===== src/hdl/xtea_ctr_pkg.sv =====
`timescale 1ns / 1ps
// ----------------------------------------------------------------------------
// XTEA counter-mode page cipher package
// Shared item types, register indexes and round constants.
// ----------------------------------------------------------------------------
package xtea_ctr_pkg;

  // Field widths fixed by the item format.
  localparam int unsigned WordW     = 32;
  localparam int unsigned BlockIdxW = 9;
  localparam int unsigned CfgIdxW   = 3;

  // Default number of XTEA rounds.
  localparam int unsigned NumRounds = 32;

  // XTEA round constant.
  localparam logic [WordW-1:0] XteaDelta = 32'h9E37_79B9;

  // Configuration register indexes.
  typedef enum logic [CfgIdxW-1:0] {
    CfgKeyWord0   = 3'd0,
    CfgKeyWord1   = 3'd1,
    CfgKeyWord2   = 3'd2,
    CfgKeyWord3   = 3'd3,
    CfgCryptEnable = 3'd4
  } cfg_idx_e;

  // Input item.
  typedef struct packed {
    logic [WordW-1:0]     page_number;
    logic [BlockIdxW-1:0] block_index;
    logic [WordW-1:0]     data_low;
    logic [WordW-1:0]     data_high;
  } xtea_in_t;

  // Result item.
  typedef struct packed {
    logic [WordW-1:0] out_low;
    logic [WordW-1:0] out_high;
  } xtea_out_t;

  // Data carried from cell to cell: the two cipher words and the data words.
  typedef struct packed {
    logic [WordW-1:0] word_a;
    logic [WordW-1:0] word_b;
    logic [WordW-1:0] data_low;
    logic [WordW-1:0] data_high;
  } cell_data_t;

  // Running sum after r rounds, evaluated at elaboration.
  function automatic logic [WordW-1:0] round_sum(input int unsigned r);
    logic [63:0] prod;
    prod = 64'(r) * 64'(XteaDelta);
    return prod[WordW-1:0];
  endfunction

endpackage


===== src/hdl/xtea_ctr_cell.sv =====
`timescale 1ns / 1ps
// ----------------------------------------------------------------------------
// XTEA counter-mode half-round cell
// One half of an XTEA round with its own stage register and handshake.
// ----------------------------------------------------------------------------
module xtea_ctr_cell
  import xtea_ctr_pkg::*;
#(
  parameter logic [WordW-1:0] Sum     = '0,
  parameter bit               UpdHigh = 1'b0
) (
  input  logic             clk_i,
  input  logic             rst_ni,
  input  logic             valid_i,
  output logic             ready_o,
  input  cell_data_t       data_i,
  input  logic [WordW-1:0] key_i,
  output logic             valid_o,
  input  logic             ready_i,
  output cell_data_t       data_o
);

  logic             valid_q;
  cell_data_t       data_q, data_d;
  logic [WordW-1:0] mix_src;
  logic [WordW-1:0] mix;
  logic [WordW-1:0] round_key;
  logic [WordW-1:0] delta;
  logic             load;

  // The stage takes a new item when empty or when its own item moves on.
  assign ready_o = !valid_q || ready_i;
  assign load    = valid_i && ready_o;

  // Half-round: mix one word and add it onto the other.
  always_comb begin
    mix_src   = UpdHigh ? data_i.word_a : data_i.word_b;
    mix       = ((mix_src << 4) ^ (mix_src >> 5)) + mix_src;
    round_key = Sum + key_i;
    delta     = mix ^ round_key;
    data_d    = data_i;
    if (UpdHigh) begin
      data_d.word_b = data_i.word_b + delta;
    end else begin
      data_d.word_a = data_i.word_a + delta;
    end
  end

  // Stage valid flag.
  always_ff @(posedge clk_i or negedge rst_ni) begin
    if (!rst_ni) begin
      valid_q <= 1'b0;
    end else if (ready_o) begin
      valid_q <= valid_i;
    end
  end

  // Stage payload.
  always_ff @(posedge clk_i) begin
    if (load) begin
      data_q <= data_d;
    end
  end

  assign valid_o = valid_q;
  assign data_o  = data_q;

endmodule

===== config.mk =====
export PLATFORM = sky130hd
export DESIGN_NAME = xtea_ctr_cell
export DESIGN_NICKNAME = d
export VERILOG_FILES = /design/src/hdl/xtea_ctr_pkg.sv /design/src/hdl/xtea_ctr_cell.sv
export SDC_FILE = /design/constraint.sdc
export NUM_CORES = 1
export LEC_CHECK = 0
export ABC_AREA = 1
export BUFFER_PORTS_ARGS = -buffer_cell sky130_fd_sc_hd__buf_2
export CORE_ASPECT_RATIO = 0.6
export CORE_MARGIN = 2
export CORE_UTILIZATION = 39
export CTS_BUF_LIST = sky130_fd_sc_hd__clkbuf_16
export CTS_CLUSTER_SIZE = 16
export DETAILED_ROUTE_END_ITERATION = 8
export GPL_ROUTABILITY_DRIVEN = 0
export HOLD_SLACK_MARGIN = 0.15
export PLACE_DENSITY_LB_ADDON = 0.3
export SETUP_SLACK_MARGIN = 0.2
export SYNTH_ARGS = -nofsm -noshare
export SYNTH_HDL_FRONTEND = slang
export SYNTH_SLANG_ARGS = --single-unit

===== constraint.sdc =====
create_clock -name clk_i -period 6.6 [get_ports clk_i]
set_input_delay 0.99 -clock clk_i [delete_from_list [all_inputs] [get_ports clk_i]]
set_output_delay 0.99 -clock clk_i [all_outputs]
set_load 0.05 [all_outputs]

After elaboration in Yosys (flattened, before gate mapping)
Cells that the tools add are included. W data, S select, Z words.

Output and inout bits: 130. Register bits: 129. Input port bits: 164. Logic and storage cells: 12.

Add/sub/neg operators: 2. Bitwise operators: 2. Reduce and logical (&&, ||, !) cells: 3.

Operators with widths (count): $add A32 B32 Y32 (2); $xor A32 B27 Y32 (1); $xor A32 B32 Y32 (1); $logic_and A1 B1 Y1 (1); $logic_not A1 Y1 (1); $logic_or A1 B1 Y1 (1).

Depth between registers and ports, before layout
Gate-level depths: netlist of run 1.

Depth in word-level cells: 4. Gate-level depth with buffers: 25. Mapped depth without buffers: 25.

Worst setup path before layout of run 1
No wires, ideal clock.

Path type: input port to flip-flop. Start: input port valid_i. End: register data_q, in the netlist data_o[0], enable pin. Library setup time: 0.657 ns. Path buffers: 0. Setup slack: -1.252 ns. Stages: 2. Required time: 5.943 ns. Data arrival time: 7.195 ns. Cell sequence: inv_1 a21oi_1.

Cells in the longest elaborated chain, start to end: 1.

RTL lines: start: declaration (line xtea_ctr_cell.sv:14) `input logic valid_i,`; $logic_and A1 B1 Y1 (line xtea_ctr_cell.sv:33) `assign load = valid_i && ready_o;`; via load (line xtea_ctr_cell.sv:29) `logic load;`; end signal: assignment (line xtea_ctr_cell.sv:61) `data_q <= data_d;`; end: declaration (line xtea_ctr_cell.sv:24) `cell_data_t data_q, data_d;`.

The timed path passes the listed nets, and every way through them passes these cells. A chain may end at the register's enable or synchronous reset.

==> metrics.md, run 1 <==
| Metric | Value |
|---|---|
| Core area | 21,200 µm² |
| Distinct cells, synth | 36 |
| Detailed Route Iter0 Violations | 714 |
| Fill count | 2,040 |
| Leak pwr | 5.39 nW |
| Gate power share | 44.5% |
| Worst setup EP type | flip-flop |
| Power per cell area | 335 nW/µm² |
| CP max stage delay | 0.39 ns |
| Cell count after synthesis | 965 |
| All-Layer GR Usage | 23.4% |
| Synth area leader | edfxtp_1 |
| DP HPWL | 21.9 mm |
| Initial antenna violation count | 4 |
| CP max-delay cell | fa_1 |
| Post-synth top area share | 45.1% |
| Flop2flop setup slack | 4.88 ns |
| Hold Buf Count CTS | 0 |
| Die height | 119 µm |
| H-tree Lvls | 4 |
| Post-synthesis sequential area ratio | 45.4% |
| Grt met3 use | 6.99% |
| Post-Syn Nets | 1,200 |
| Syn Area/Cell | 8.83 µm² |
| Clock buffer depth | 2 |
| Req. time, crit path | 6.78 ns |
| Worst Tran Pin Value | 0.931 ns |
| Internal power | 2.10 mW |
| Number of global-route vias before repair | 7,559 |
| Initial Util | 40.1% |
| Area grow syn2layout | 28.7% |
| Num CTS Buffers | 17 |
| Post-CTS sizing | 0 |
| Port Buffers | 293 |
| Worst skew pair latency | 0.43 ns |
| Via density | 4.96 |
| Max-cap viol count | 0 |
| Yosys warnings | 0 |
| Switching share of power | 42.7% |
| CP most frequent cell | nand2_1 |
| CTS Root Cell | clkbuf_16 |
| Congestion Overflow GR | 0 |
| Seq cells post-synth | 129 |
| Net Sw Power | 1.57 mW |
| Worst Path Arrival | 4.60 ns |
| Slew margin rel. | 37.9% |
| Global route hottest layer | met1 |
| Setup TNS | 0 ns |
| M1 GR Usage | 34.5% |
| Die Wd | 195 µm |
| Share of cells above drive strength 1 | 26.4% |
| Drt wl/cell | 17.0 µm |
| Die ar. | 23,100 µm² |
| Final worst-path cycle share | 67.1% |
| Post-CTS Setup Inserts | 0 |
| Clk_skew | 0.00661 ns |
| Status | complete, no violations |
| VDD IR max | 0.188 mV |
| Routed Antenna Nets | 0 |
| Routed WL | 26.7 mm |
| Final setup viols | 0 |
| Wire length of the first global-routing pass | 41.1 mm |
| Max Freq | 226 MHz |
| Largest net degree at the start of global routing | 69 |
| CP Max Fanout | 5 |
| Crit path launch type | input pin |
| Kind of critical path | in2reg |
| CP Cell Sequence | buf_2 > ha_1 > inv_1 > fa_1 > nand3b_1 > nand2_1 > nand2_1 > nand2_1 > nand2_1 > nand2_1 > nand2_1 > nand2_1 > xor2_1 > inv_1 > ha_1 > nand2_1 > nor2_1 > inv_1 > nor2_1 > and3_1 > nand2_1 > nand4_1 > nand2_1 |
| Final #Nets | 1,514 |
| CTS tree | yes |
| Via count | 7,802 |
| Post-layout util | 51.6% |
| Crit path launch | data_i[69] |
| Clock share of power | 26.3% |
| Worst path bufs/invs | 4 |
| Grt met2 use | 33.9% |
| TritonRoute pass-1 iters | 5 |
| Sink Count | 129 |
| Reg clk slew, reported paths | 0.06 ns |
| # IOs | 294 |
| Row count | 41 |
| Unrepaired setup endpoints after global routing | no |
| # DRC | 0 |
| CP delay by family, top | simple AND/OR/NAND/NOR gates |
| Final Hold Violating Endpoints | 0 |
| Worst reg2reg path startpoint | valid_o$_DFFE_PN0N_ |
| Max-slew violation count | 0 |
| Part of the power in registers | 29.2% |
| Synth area leaders | edfxtp_1 45%, nand2_1 11%, ha_1 10%, xor2_1 7.3%, inv_1 5.5% |
| HP Class | in2async |
| Cell area after synthesis | 8520 µm² |
| Final Critical Period | 4.43 ns |
worst register-to-register path, delay by kind of cell, from the launching register on:
kind / cells / cell delay [ns]
buf+inv: 1 / 0.72
compound gates: 1 / 0.16
flops: 1 / 0.42
layout make-up:
cell class                 count  area [µm²]  area share [%]
timing repair buffer         295        1480            13.5
sequential                   129        3870            35.3
clock inverter                15         171            1.56
antenna                        3        7.51          0.0684
clock buffer                  17         425            3.88
tap                          279         349            3.18
inverter                     124         465            4.24
multi-input combinational    712        4200            38.3
sequential cells by signal, indices dropped and copies added (netlist names):
signal / cells
data_o: 128
valid_o: 1
placed cells by master, fill, tap and decap left out, drive strengths merged, types with 3 or more instances in the layout:
cell and instances:
a21boi 4, a21o 8, a21oi 65, and2 4, buf 295, clkbuf 17, clkinv 3, diode 3
edfxtp 128, ha 69, inv 132, nand2 266, nand3 47, nand3b 5, nand4 9, nor2 82
nor3 11, o21ai 20, o21bai 13, xnor2 24, xor2 71
cell usage after synthesis:
cell type / n
nand4_1: 9
edfxtp_1: 128
o21a_1: 2
nand3b_1: 5
nor4_1: 2
nor2_1: 78
fa_1: 2
nor2_2: 4
and2_4: 1
a21o_1: 8
xnor2_1: 24
nand3_2: 1
dfrtp_1: 1
nand3_1: 46
or2_1: 1
a21boi_1: 1
inv_1: 124
o21ai_0: 17
nand2_2: 5
o21ai_2: 1
nor3_2: 1
and3_1: 2
and3b_1: 1
o21bai_1: 13
a21oi_2: 1
or2_0: 1
nor3_1: 10
a31oi_1: 2
o21ai_1: 2
ha_1: 69
o211ai_1: 1
and2_1: 3
a21boi_0: 3
nand2_1: 261
a21oi_1: 64
xor2_1: 71
power groups by stage:
stage	combinational (mW)	sequential [mW]	clock, mW
final	1.63	1.07	0.966
after global routing	1.79	1.08	1.02
after CTS	1.62	1.07	0.985
after detailed placement	1.61	1.09	0
after global placement	1.60	1.09	0
after floorplan	0.846	1.42	0
cell families after synthesis:
logic type,count (synthesis),share of synthesized area [%]
AOI/OAI and AO/OA,115,7.69
xor gates and xnor gates,95,9.76
adders and majority gates,71,10.6
buffers and inverters,124,5.46
DFF,129,45.4
and+or+nand+nor,431,21.1
stage by stage:
| step | setup WS [ns] | total power, mW | instance area (µm²) | cells | hold WS, ns |
|---|---|---|---|---|---|
| 2_1_floorplan | 1.38 | 2.27 | 8530 | 965 | 0.694 |
| 3_3_place_gp | 1.95 | 2.69 | 10400 | 1539 | 0.555 |
| 3_5_place_dp | 1.96 | 2.70 | 10400 | 1539 | 0.578 |
| 4_1_cts | 2.39 | 3.68 | 11000 | 1571 | 0.308 |
| 5_1_grt | 1.97 | 3.89 | 11000 | 1571 | 0.307 |
| 6_report | 2.17 | 3.67 | 11000 | 1574 | 0.326 |
path summary, 6_finish.rpt:
| check | cells after the start | endpoint |
|---|---|---|
| min in group clk_i | 2 | valid_o$_DFFE_PN0N_ |
| min reg2reg | 2 | valid_o$_DFFE_PN0N_ |
| max in group asynchronous | 1 | valid_o$_DFFE_PN0N_ |
| max | 23 | data_o[121]$_DFFE_PP_ |
| min | 1 | valid_o$_DFFE_PN0N_ |
| max reg2reg | 2 | data_o[121]$_DFFE_PP_ |
layer usage:
layer  wire length [µm]  up-vias
met5                 12        -
met4                246        2
met3               2850       18
met2              10700      343
met1              12900     3594
li1                   -     3845
No activity file was read; power rests on OpenSTA's default activity.
==> inputs of run 2 (changes only) <==
- clock period: 6.6 -> 4.14 ns (I/O delays scaled with it)
==> run 2 against run 1 <==
Power up 65%. Die area unchanged. Non-clock buffer count increased by 20. Worst hold slack better by 0.032 ns. Clock power increased by 73%. Via count up 1.5%. Sequential power is 60% higher. Final area rose by 2.1%. Core utilization up 1.1 points. Setup slack got worse by 1.7 ns. Clock skew increased by 0.0034 ns. Critical path type unchanged.
==> metrics.md, run 2 (synthesis gave the netlist of run 1 again) <==
| Metric | Value |
|---|---|
| Status | complete, no violations (unchanged) |
| Max-slew violation count | 0 (unchanged) |
| Initial antenna violation count | 2 (was 4) |
| Core area | 21,200 µm² (unchanged) |
| Clock buffer depth | 2 (unchanged) |
| Final #Nets | 1,534 (was 1,514) |
| Power per cell area | 541 nW/µm² (was 335 nW/µm²) |
| CP most frequent cell | nand2_1 (unchanged) |
| Post-layout util | 52.7% (was 51.6%) |
| Leading cell types in the layout, fill and taps excluded | 293 x buf_2, 260 x nand2_1, 128 x edfxtp_1 (was 293 x buf_2, 261 x nand2_1, 128 x edfxtp_1) |
| Initial Util | 40.1% (unchanged) |
| Hold Worst Slack | 0.358 ns (was 0.326 ns) |
| Reg clk slew, reported paths | 0.07 ns (was 0.06 ns) |
| Via count | 7,917 (was 7,802) |
| Footprint of the multi-input gates | 4230 µm² (was 4200 µm²) |
| Max reg flops | 128 (unchanged) |
| Die ar. | 23,100 µm² (unchanged) |
| Final Critical Period | 3.70 ns |
| Final worst slack | 0.442 ns (was 2.17 ns) |
| Fill count | 2,023 (was 2,040) |
| TritonRoute pass-1 iters | 5 (unchanged) |
| Congestion Overflow GR | 0 (unchanged) |
| Worst setup EP type | flip-flop (unchanged) |
| Worst Tran Pin Value | 0.719 ns (was 0.931 ns) |
| Routed Antenna Nets | 0 (unchanged) |
| Placed instance count | 1,558 (was 1,539) |
| Port Buffers | 293 (unchanged) |
| H-tree Lvls | 4 (unchanged) |
| Placement Setup Slack | 0.0225 ns (was 1.96 ns) |
| VDD IR max | 0.302 mV (was 0.188 mV) |
| Worst Path Arrival | 3.89 ns (was 4.60 ns) |
| Final worst-path cycle share | 89.3% |
| HP Class | in2reg (was in2async) |
| Fin cells | 1,592 (was 1,574) |
| Wire length of the first global-routing pass | 42.7 mm (was 41.1 mm) |
| CP max stage delay | 0.39 ns (about the same) |
| Share of cells above drive strength 1 | 28.2% (was 26.4%) |
| Clk_skew | 0.00999 ns (was 0.00661 ns) |
| CP Cell Sequence | buf_2 > ha_1 > inv_1 > fa_1 > nand3b_1 > nand2_2 > nand2_1 > nand2_1 > nand3_1 > nand2_1 > buf_4 > nand3_1 > nand3_1 > nand2_1 > ha_1 > nand2_1 > nor2_1 > inv_1 > nor2_1 > and3_1 > nand2_1 > nand4_1 > nand2_1 (was buf_2 > ha_1 > inv_1 > fa_1 > nand3b_1 > nand2_1 > nand2_1 > nand2_1 > nand2_1 > nand2_1 > nand2_1 > nand2_1 > xor2_1 > inv_1 > ha_1 > nand2_1 > nor2_1 > inv_1 > nor2_1 > and3_1 > nand2_1 > nand4_1 > nand2_1) |
| Final instance area | 11,200 µm² (was 11,000 µm²) |
| Max Freq | 270 MHz |
| CP max-delay cell | fa_1 (unchanged) |
| Worst skew pair latency | 0.43 ns (about the same) |
| Post-CTS Setup Inserts | 0 (unchanged) |
| Setup TNS | 0 ns (unchanged) |
| All-Layer GR Usage | 24.2% (was 23.4%) |
| Via density | 4.97 (was 4.96) |
| Req. time, crit path | 4.33 ns (was 6.78 ns) |
| Max-cap viol count | 0 (unchanged) |
| DP Area | 10,500 µm² (was 10,400 µm²) |
| Area grow syn2layout | 31.4% (was 28.7%) |
| CP Max Fanout | 4 (was 5) |
| Crit path launch type | input pin (unchanged) |
| Drt wl/cell | 17.2 µm (was 17.0 µm) |
| Sink Count | 129 (unchanged) |
| Num CTS Buffers | 17 (unchanged) |
| Final Hold Violating Endpoints | 0 (unchanged) |
| Row count | 41 (unchanged) |
| Final setup viols | 0 (unchanged) |
| Seq. cell area | 3870 µm² (unchanged) |
| Power consumption | 6.06 mW (was 3.67 mW) |
| CTS Root Cell | clkbuf_16 (unchanged) |
| Largest net degree at the start of global routing | 59 (was 69) |
| # IOs | 294 (unchanged) |
| Number of global-route vias before repair | 7,880 (was 7,559) |
| Commonest non-fill, non-tap cell in the layout | buf_2 (unchanged) |
| Kind of critical path | in2reg (unchanged) |
| # DRC | 0 (unchanged) |
| Leak pwr | 5.51 nW (was 5.39 nW) |
| Routed WL | 27.4 mm (was 26.7 mm) |
| Unrepaired setup endpoints after global routing | no (unchanged) |
| Die height | 119 µm (unchanged) |
| DP HPWL | 22.8 mm (was 21.9 mm) |
| Die Wd | 195 µm (unchanged) |
| Slew margin rel. | 52.1% (was 37.9%) |
| CTS tree | yes (unchanged) |
| Detailed Route Iter0 Violations | 655 (was 714) |
[run 2: changes by cell type in the layout (fill, tap and decap cells not counted), moves of 2 or more]
cell | before | now
nor3_2 | 1 | 3
nor2_1 | 78 | 76
bufinv_16 | 2 | 4
buf_4 | 2 | 21
nor3_1 | 10 | 8
nor2_2 | 4 | 6
ha_1 | 69 | 67
ha_2 | 0 | 2
diode_2 | 3 | 1
[run 2: path summary, 6_finish.rpt]
path,from,to,slack (ns),depth (start not counted)
min in group asynchronous,rst_ni,valid_o$_DFFE_PN0N_,0.48,2
min reg2reg,valid_o$_DFFE_PN0N_,valid_o$_DFFE_PN0N_,0.62,2
max in group asynchronous,rst_ni,valid_o$_DFFE_PN0N_,3.57,2
max,data_i[69],data_o[120]$_DFFE_PP_,0.44,23
min,data_i[25],data_o[25]$_DFFE_PP_,0.36,1
max reg2reg,valid_o$_DFFE_PN0N_,data_o[63]$_DFFE_PP_,2.54,2
[run 2: what timing repair did]
item / CTS / global route
gates resized for setup: 0 / 10
endpoints found under the setup margin: 0 / 8
hold endpoints to repair: 1 / 0
hold buffers: 1 / 0
[run 2: critical path, delay by kind of cell]
| family | cells | cell delay [ns] |
|---|---|---|
| buffers and inverters | 4 | 0.45 |
| and+or+nand+nor | 16 | 1.95 |
| adders and majority gates | 3 | 0.89 |
[run 2: cell type report]
cell class	instances	area share [%]
diodes	1	0.0224
clock buffers	17	3.80
clock inverters	15	1.96
inverters	124	4.16
multi-input cells	712	37.8
flip-flops and latches	129	34.6
well taps	279	3.12
repair buffers	315	14.6
[run 2: power by group]
group | internal [mW] | switching, mW | total [mW]
combinational | 0.826 | 1.85 | 2.68
sequential | 1.67 | 0.0364 | 1.71
clock | 1.03 | 0.646 | 1.67
total | 3.53 | 2.53 | 6.06
[run 2: metal layers]
| layer | vias to the layer above | GRT usage, % | part of all wire [%] | wire length, µm |
|---|---|---|---|---|
| li1 | 3897 | - | - | - |
| met1 | 3661 | 34.8 | 48 | 13200 |
| met2 | 334 | 36.1 | 41 | 11300 |
| met3 | 23 | 6.96 | 9.7 | 2650 |
| met4 | 2 | 5.01 | 0.91 | 249 |
| met5 | - | 0 | 0.040 | 11 |
==> inputs of run 3 (changes only) <==
- clock period: 4.14 -> 3.1 ns (I/O delays scaled with it)
==> run 3 against run 2 <==
The run now ends with negative setup slack left. Clock power is 17% higher. Sequential share of layout area is 9.0 points lower. Sequential power increased by 34%. Final cell count up 14%. Flip-flop and latch count stayed put. Clock-buffer cell count unchanged.
==> metrics.md, run 3 (synthesis gave the netlist of run 1 again) <==
| Metric | Value |
|---|---|
| Final Critical Period | 3.26 ns |
| Core area | 21,200 µm² (unchanged) |
| Req. time, crit path | 3.29 ns (was 4.33 ns) |
| Max Freq | 307 MHz |
| CTS Root Cell | clkbuf_16 (unchanged) |
| Slew margin rel. | 69.5% (was 52.1%) |
| Largest net degree at the start of global routing | 75 (was 59) |
| # IOs | 294 (unchanged) |
| Worst Path Arrival | 3.45 ns (was 3.89 ns) |
| Routed WL | 34.9 mm (was 27.4 mm) |
| Worst skew pair latency | 0.44 ns (was 0.43 ns) |
| Leak pwr | 6.94 nW (was 5.51 nW) |
| Final worst-path cycle share | 105% |
| Detailed Route Iter0 Violations | 824 (was 655) |
| Status | finished, violations left (was complete, no violations) |
| Congestion Overflow GR | 0 (unchanged) |
| # DRC | 0 (unchanged) |
| DP Area | 11,900 µm² (was 10,500 µm²) |
| Flop2flop setup slack | 1.71 ns (was 2.54 ns) |
| Worst setup EP type | flip-flop (unchanged) |
| Via density | 5.18 (was 4.97) |
| Power per cell area | 689 nW/µm² (was 541 nW/µm²) |
| Share of cells above drive strength 1 | 60.8% (was 28.2%) |
| Initial Util | 40.1% (unchanged) |
| Commonest non-fill, non-tap cell in the layout | buf_2 (unchanged) |
| Failing checks | negative setup slack |
| Clk_skew | 0.00871 ns (was 0.00999 ns) |
| Hold Path Stages | 1 (unchanged) |
| Wire length of the first global-routing pass | 45.8 mm (was 42.7 mm) |
| Worst path bufs/invs | 6 (was 4) |
| Fin cells | 1,808 (was 1,592) |
| CP Max Fanout | 4 (unchanged) |
| H-tree Lvls | 4 (unchanged) |
| Drt wl/cell | 19.3 µm (was 17.2 µm) |
| CTS tree | yes (unchanged) |
| Die height | 119 µm (unchanged) |
| Initial antenna violation count | 4 (was 2) |
| Max-slew violation count | 0 (unchanged) |
| TritonRoute pass-1 iters | 5 (unchanged) |
| Kind of critical path | in2reg (unchanged) |
| VDD IR max | 0.508 mV (was 0.302 mV) |
| Sink Count | 129 (unchanged) |
| Number of global-route vias before repair | 8,596 (was 7,880) |
| Die Wd | 195 µm (unchanged) |
| Max-cap viol count | 0 (unchanged) |
| Final Hold Violating Endpoints | 0 (unchanged) |
| Unrepaired setup endpoints after global routing | yes (was no) |
| Leading cell types in the layout, fill and taps excluded | 272 x buf_2, 215 x buf_4, 154 x nand2_1 (was 293 x buf_2, 260 x nand2_1, 128 x edfxtp_1) |
| CP delay by family, top | buffers and inverters (was simple AND/OR/NAND/NOR gates) |
| CP max-delay cell | ha_4 (was fa_1) |
| CP max stage delay | 0.32 ns (was 0.39 ns) |
| Worst Tran Pin Value | 0.456 ns (was 0.719 ns) |
| Area grow syn2layout | 77.6% (was 31.4%) |
| Routed Antenna Nets | 0 (unchanged) |
| Reg2Reg Depth | 2 (unchanged) |
| Reg clk slew, reported paths | 0.07 ns (about the same) |
| Die ar. | 23,100 µm² (unchanged) |
| Max reg flops | 128 (unchanged) |
| All-Layer GR Usage | 25.9% (was 24.2%) |
| Setup TNS | -1.22 ns (was 0 ns) |
| HP Class | in2reg (unchanged) |
| Row count | 41 (unchanged) |
| WP depth | 21 (was 23) |
| DP HPWL | 23.1 mm (was 22.8 mm) |
| CP most frequent cell | nand2_1 (unchanged) |
| Crit path launch type | input pin (unchanged) |
| Final setup viols | 16 (was 0) |
| Num CTS Buffers | 17 (unchanged) |
| CP Cell Sequence | buf_2 > xor2_2 > ha_4 > nand2_2 > buf_4 > nor2_4 > nand2_1 > inv_1 > nand2_2 > nand2_2 > xor2_1 > inv_1 > ha_4 > a21oi_2 > o21ai_1 > o21bai_4 > buf_4 > inv_1 > nand2_1 > nand2_1 > nand2_1 (was buf_2 > ha_1 > inv_1 > fa_1 > nand3b_1 > nand2_2 > nand2_1 > nand2_1 > nand3_1 > nand2_1 > buf_4 > nand3_1 > nand3_1 > nand2_1 > ha_1 > nand2_1 > nor2_1 > inv_1 > nor2_1 > and3_1 > nand2_1 > nand4_1 > nand2_1) |
| Final #Nets | 1,746 (was 1,534) |
| Port Buffers | 293 (unchanged) |
| Via count | 9,364 (was 7,917) |
| Final worst slack | -0.158 ns (was 0.442 ns) |
| Placed instance count | 1,711 (was 1,558) |
| Final instance area | 15,100 µm² (was 11,200 µm²) |
| Clock buffer depth | 2 (unchanged) |
-- run 3: cell types whose count changed in the layout (fill, tap and decap cells not counted), moves of 43 or more --
cell	previous run	this run
ha_1	67	24
a21oi_1	62	14
nor2_1	76	32
buf_4	21	215
nand2_1	260	154
nand2_2	6	83
-- run 3: repair_timing --
| item | CTS | global route |
|---|---|---|
| endpoints found under the hold margin | 1 | 0 |
| gates resized for setup | 168 | 336 |
| hold buffers | 1 | 0 |
| setup buffers | 24 | 35 |
| setup endpoints to repair | 20 | 25 |
| pin swaps | 59 | 152 |
-- run 3: stage by stage --
| stage | utilization [%] | setup slack, ns | hold slack, ns | total power [mW] |
|---|---|---|---|---|
| after global placement | 56.0 | -0.777 | 0.241 | 6.55 |
| after detailed placement | 56.0 | -0.738 | 0.244 | 6.59 |
| after floorplan | - | -0.0562 | 0.169 | 4.98 |
| final | 71.3 | -0.158 | 0.193 | 10.4 |
| after CTS | 62.8 | 0.0384 | 0.186 | 9.06 |
| after global routing | 71.2 | -0.279 | 0.182 | 10.9 |
-- run 3: area by class of cell --
class	instances	area, µm²
diodes	5	12.5
clock buffers	17	425
clock inverters	15	136
fillers	1451	6100
inverters	124	473
repair buffers	527	3470
well taps	279	349
flip-flops and latches	129	3870
multi-input cells	712	6400
-- run 3: final timing paths --
path                                          start                    end
worst max-delay path                     data_i[85]  data_o[117]$_DFFE_PP_
worst max register to register  valid_o$_DFFE_PN0N_   data_o[88]$_DFFE_PP_
min in group asynchronous                    rst_ni    valid_o$_DFFE_PN0N_
worst min register to register  valid_o$_DFFE_PN0N_    valid_o$_DFFE_PN0N_
max in group asynchronous                    rst_ni    valid_o$_DFFE_PN0N_
worst min-delay path                     data_i[58]   data_o[58]$_DFFE_PP_
-- run 3: metal layers --
| layer | vias to the layer above | part of all wire [%] | global-route usage [%] |
|---|---|---|---|
| met3 | 76 | 9.6 | 6.96 |
| li1 | 4314 | - | - |
| met4 | 2 | 2.5 | 4.20 |
| met2 | 526 | 46 | 40.1 |
| met1 | 4446 | 41 | 37.0 |
| met5 | - | 0.037 | 0 |
-- run 3: power breakdown --
part	switching (mW)	internal, mW	leakage, nW
sequential	0.0534	2.23	1.23
combinational	3.63	2.55	5.44
clock	0.849	1.11	0.278
